`config.mk`:
```
export PLATFORM = sky130hd
export DESIGN_NAME = gvm_ram
export DESIGN_NICKNAME = d
export VERILOG_FILES = /design/src/hdl/greedy_voxel_mesher_top_defines.svh /design/src/hdl/gvm_ram.sv
export SDC_FILE = /design/constraint.sdc
export NUM_CORES = 2
export LEC_CHECK = 0
export ABC_AREA = 1
export ABC_CLOCK_PERIOD_IN_PS = 2650
export BUFFER_PORTS_ARGS = -buffer_cell sky130_fd_sc_hd__buf_2
export CAP_MARGIN = 20
export CORE_ASPECT_RATIO = 1.25
export CORE_UTILIZATION = 35
export CTS_CLUSTER_SIZE = 30
export DETAILED_ROUTE_END_ITERATION = 10
export PLACE_DENSITY = 0.59
export SLEW_MARGIN = 20
export SYNTH_ARGS = -nofsm -noshare
export SYNTH_HDL_FRONTEND = slang
export SYNTH_SLANG_ARGS = --single-unit
```
`constraint.sdc`:
```
create_clock -name clock -period 2.65 [get_ports clock]
set_clock_uncertainty 0.2 [all_clocks]
set_input_delay 0.53 -clock clock [delete_from_list [all_inputs] [get_ports clock]]
set_output_delay 0.53 -clock clock [all_outputs]
set_load 0.005 [all_outputs]
```
`src/hdl/greedy_voxel_mesher_top_defines.svh`:
```
// ----------------------------------------------------------------------------
// Assertion macros for the greedy voxel mesher.
// Each macro checks a property on the rising clock edge outside of reset.
// ----------------------------------------------------------------------------
`ifndef GREEDY_VOXEL_MESHER_TOP_DEFINES_SVH
`define GREEDY_VOXEL_MESHER_TOP_DEFINES_SVH

// The consequent must hold in the same cycle as the antecedent.
`define GVM_ASSERT_NOW(lbl, ante, cons, msg) \
   lbl: assert property (@(posedge clock) disable iff (reset) (ante) |-> (cons)) \
      else $error(msg);

// The consequent must hold in the cycle after the antecedent.
`define GVM_ASSERT_NEXT(lbl, ante, cons, msg) \
   lbl: assert property (@(posedge clock) disable iff (reset) (ante) |=> (cons)) \
      else $error(msg);

`endif

```
`src/hdl/gvm_ram.sv`:
```
// ----------------------------------------------------------------------------
// gvm_ram
// Generic single-write, single-read memory with a registered read port.
// ----------------------------------------------------------------------------
`timescale 1ns / 1ps

module gvm_ram #(
   parameter int WIDTH = 16,
   parameter int DEPTH = 256
) (
   input  logic                     clock,
   input  logic                     we,
   input  logic [$clog2(DEPTH)-1:0] waddr,
   input  logic [WIDTH-1:0]         wdata,
   input  logic [$clog2(DEPTH)-1:0] raddr,
   output logic [WIDTH-1:0]         rdata
);

   logic [WIDTH-1:0] mem [DEPTH];
   logic [WIDTH-1:0] rdata_ff;

   always_ff @(posedge clock) begin
      if (we) begin
         mem[waddr] <= wdata;
      end
      rdata_ff <= mem[raddr];
   end

   assign rdata = rdata_ff;

endmodule

```
# Word level (Yosys, flattened, before mapping)
# Memory sizes are Yosys's and may differ from the RTL's. A register that Yosys moved wholly into a read port is not among the register bits.
# Index checks and enable logic that the tools add are counted.
dict set report op_classes {
  muxes 2
}
# operator n
set ops {}
lappend ops {{two-way mux 1 bit} 2}
dict set report word_totals {
  input_bits 34
  memories 1
  register_bits 0
  mem_bits_rw 4096
  output_inout_bits 16
  word_cells 3
}
# name depth width read_ports rd_clocked_by_memory_dff write_ports line_no
set memory_table {}
lappend memory_table {mem 256 16 1 1 1 gvm_ram.sv:19} ;# logic [WIDTH-1:0] mem [DEPTH];

# Logic depth before layout (Yosys ltp)
dict set report depth {
  word_depth 2
  mapped_depth 15
  ltp_nobuf 11
}

# Least setup slack after synthesis
# Ideal clock, no wire load.
dict set report synth_path {
  kind {in2reg}
  from {input port we}
  to {memory mem[164][0] (enable)}
  n_path_buf 2
  setup_slack_ns 0.080
  stages 4
  arrival_time_ns 1.982
  setup_ns 0.388
  required_time_ns 2.062
  path_cell_list {clkbuf_1 nand3_1 clkbuf_1 nor2_1}
}
dict set report synth_via {
  elab_chain_cells 2
}
# element line_no
set synth_rtl {}
lappend synth_rtl {{start, declared} gvm_ram.sv:12} ;# input logic we,
lappend synth_rtl {{two-way mux 1 bit} gvm_ram.sv:23} ;# if (we) begin
lappend synth_rtl {{two-way mux 1 bit (implied by the code)} gvm_ram.sv:24} ;# mem[waddr] <= wdata;
lappend synth_rtl {{end, declared} gvm_ram.sv:19}
# No other way between the ends.

==> flow_summary.toml <==
[worst_setup_path]
crit_start = "raddr[0]"
rr_worst_depth = 10
cp_data_required_time_ns = 3.36
cpMostUsedCell = "nand3_1"
reg2reg_from = "mem[135][11]"
worst_r2r_endpoint = "rdata[11]"
worstSetupPathType = "input pin to flop"
critPathCapture = "rdata[6]"
cpMaxStageDelayCell = "nand3_1"
slowest_delay_ns = 0.38
cp_cell_sequence = "buf_12 > inv_16 > buf_12 > buf_12 > buf_4 > nand2_1 > nand3_1 > nand3_1 > nand3_1 > nand3_1 > nand3_1 > nand3_1 > nand2_1 > nand2_1 > nand2_1"
worstPathArrival_ns = 3.40
endpoint_kind = "flop"
critPathLaunchType = "input pin"
rrSetupSlack_ns = 0.06
worstPathMaxFanout = 41

[sta]
min_period_ns = 2.69
hold_viol = 0
fin_crit_sh_pct = 101
finalSetupViolCount = 2
setup_ws_ns = -0.0386
slew_violations = 0
worstMarginPinSlew_ns = 0.801
fmax_ghz = 0.372
relSlewSlack_pct = 46.6

[cells_and_area]
n_fill_cell = 43200
fin_nets = 14400
layout_commonest_cell = "nand2_1"
drive_gt1_share_pct = 12.5
fin_util_pct = 41.6
syn_to_final_growth_pct = 18.6
layout_common_cells = "nand2_1 (4,195), edfxtp_1 (4,096), nand3_1 (4,034), buf_4 (722), buf_12 (468)"
multiInputGateArea_mm2 = 0.0371
seq_area_mm2 = 0.123

[clock_network]
ctsHtreeMaxLevel = 5
cts_made_buffers = 387
clockRootBuffer = "clkbuf_16"
cts.sinks = 4112
tritoncts = "yes"
clockBufferDepth = 4
clk_pin_slew_ns = 0.07
insertion_delay_ns = 0.98

[floorplan]
chipHeight_um = 771
rows = 282
die-area_mm2 = 0.476
ios = 50
initial_core_util_pct = 35.1
die_w_um = 617
coreArea_mm2 = 0.472

[yosys]
yosysSeqAreaShare_pct = 74.4
synth_seq_cells = 4112
synth.avg_cell_area_um2 = 12.2
syn_inst = 13600
ys_types = 15
synth_nets = 13700
yosys_warnings = 0
synth_area_mm2 = 0.166

[placed_design]
dp_slack_ns = -1.01
numPortBuffers = 49
gp_congestion = 0.890
dp_hpwl_mm = 324

[drt]
drtIter0Drc = 12100
postRouteAntennaNets = 0
drcViolationCount = 0
wl_per_cell_um = 24.6
via_per_inst = 5.30
vias = 111000
dr.pass1.iters = 6
totalWireLength_mm = 515

[pwr]
power_density_mw_per_mm2 = 700
seq_power_share_pct = 52.2
combPwrFrac_pct = 7.2
switching_power_uw = 31800
clockPowerShare_pct = 40.6
peakVddDrop_mv = 0.523
leakagePower_uw = 0.0690
p_int_uw = 106000
power_uw = 137000
netSwitchingFraction_pct = 23.2

[global_routing]
grt_start_max_net_pins = 93
antenna_found_initial = 28
grt_overflow = 0
grt_first_pass_wirelength_mm = 743
grt_pass1_vias = 106000
grtUsageTotal_pct = 21.1

[status]
status = "finished, violations left"
violations = "setup timing"

[job]
max_cap_violations = 0

[worst_hold_path]
min_path_type = "input pin to flop"
critical path, delay by kind of cell:
kind	cells	cell delay [ns]
simple gates	10	1.63
buf+inv	5	1.13
repair_timing:
| action | CTS | global route |
|---|---|---|
| setup buffers | 0 | 0 |
| setup endpoints to repair | 2 | 1 |
| endpoints found under the hold margin | 1104 | 0 |
| hold buffers | 17 | 0 |
| resized for setup | 2 | 1 |
worst min path at each step:
stage                     startpoint          end  cells after the start
after global routing        raddr[6]     rdata[9]                      6
final                       waddr[4]  mem[184][6]                      6
after detailed placement    wdata[7]  mem[150][7]                      1
after global placement      wdata[7]  mem[150][7]                      1
after CTS                   raddr[6]     rdata[9]                      6
after floorplan             wdata[0]    mem[0][0]                      0
cell usage after synthesis:
cell	instances	area share (%)
buf_1	70	0.16
buf_12	1	0.012
buf_2	495	1.5
buf_4	163	0.74
buf_6	53	0.36
buf_8	1	0.0091
clkbuf_1	154	0.35
dfxtp_1	16	0.19
edfxtp_1	4096	74
inv_1	35	0.079
inv_2	2	0.0045
inv_4	2	0.0075
nand2_1	4211	9.5
nand3_1	4035	12
nor2_1	283	0.64
power by group through the flow:
stage / clock network (uW) / logic, uW / registers, uW
after floorplan: 0 / 4430 / 73100
after global placement: 0 / 9690 / 73200
after detailed placement: 0 / 9760 / 73200
after CTS: 56500 / 9810 / 71800
after global routing: 58800 / 10500 / 71800
final: 55800 / 9860 / 71800
state kept, by name, indices dropped and copies added (netlist names):
name	cells
mem	4096
rdata	16
per-layer routing:
layer,GRT usage [%],part of all wire (%),vias up
li1,-,-,50100
met5,0,0.013,-
met3,3.15,7.6,926
met1,27.1,39,55300
met4,10.0,5.2,10
met2,35.2,48,4653
metrics by stage:
stage / instances / area (um^2) / hold WS (ns) / TNS [ns]
2_1_floorplan: 13600 / 166000 / 0.429 / 0
3_3_place_gp: 20200 / 184000 / 0.621 / -9.98
3_5_place_dp: 20200 / 184000 / 0.619 / -10.20
4_1_cts: 20900 / 196000 / 0.161 / 0
5_1_grt: 20900 / 196000 / 0.243 / -0.00319
6_report: 20900 / 196000 / 0.239 / -0.0459
cells by family (layout without fill, tap and decap cells):
| kind of cell | count (synthesis) | after routing | share of synthesized area [%] |
|---|---|---|---|
| buffers and inverters | 976 | 2001 | 3.21 |
| other | 0 | 27 | 0 |
| DFF | 4112 | 4112 | 74.4 |
| and+or+nand+nor | 8529 | 8529 | 22.4 |
area by class of cell:
type	count	share of cell area (%)
timing repair buffer	1254	7.83
sequential	4112	62.8
multi-input combinational	8529	18.9
antenna	27	0.0344
clock buffer	459	5.12
inverter	39	0.102
clock inverter	249	1.26
tap	6248	3.98
Note: power is estimated with default switching activity, not from simulation.
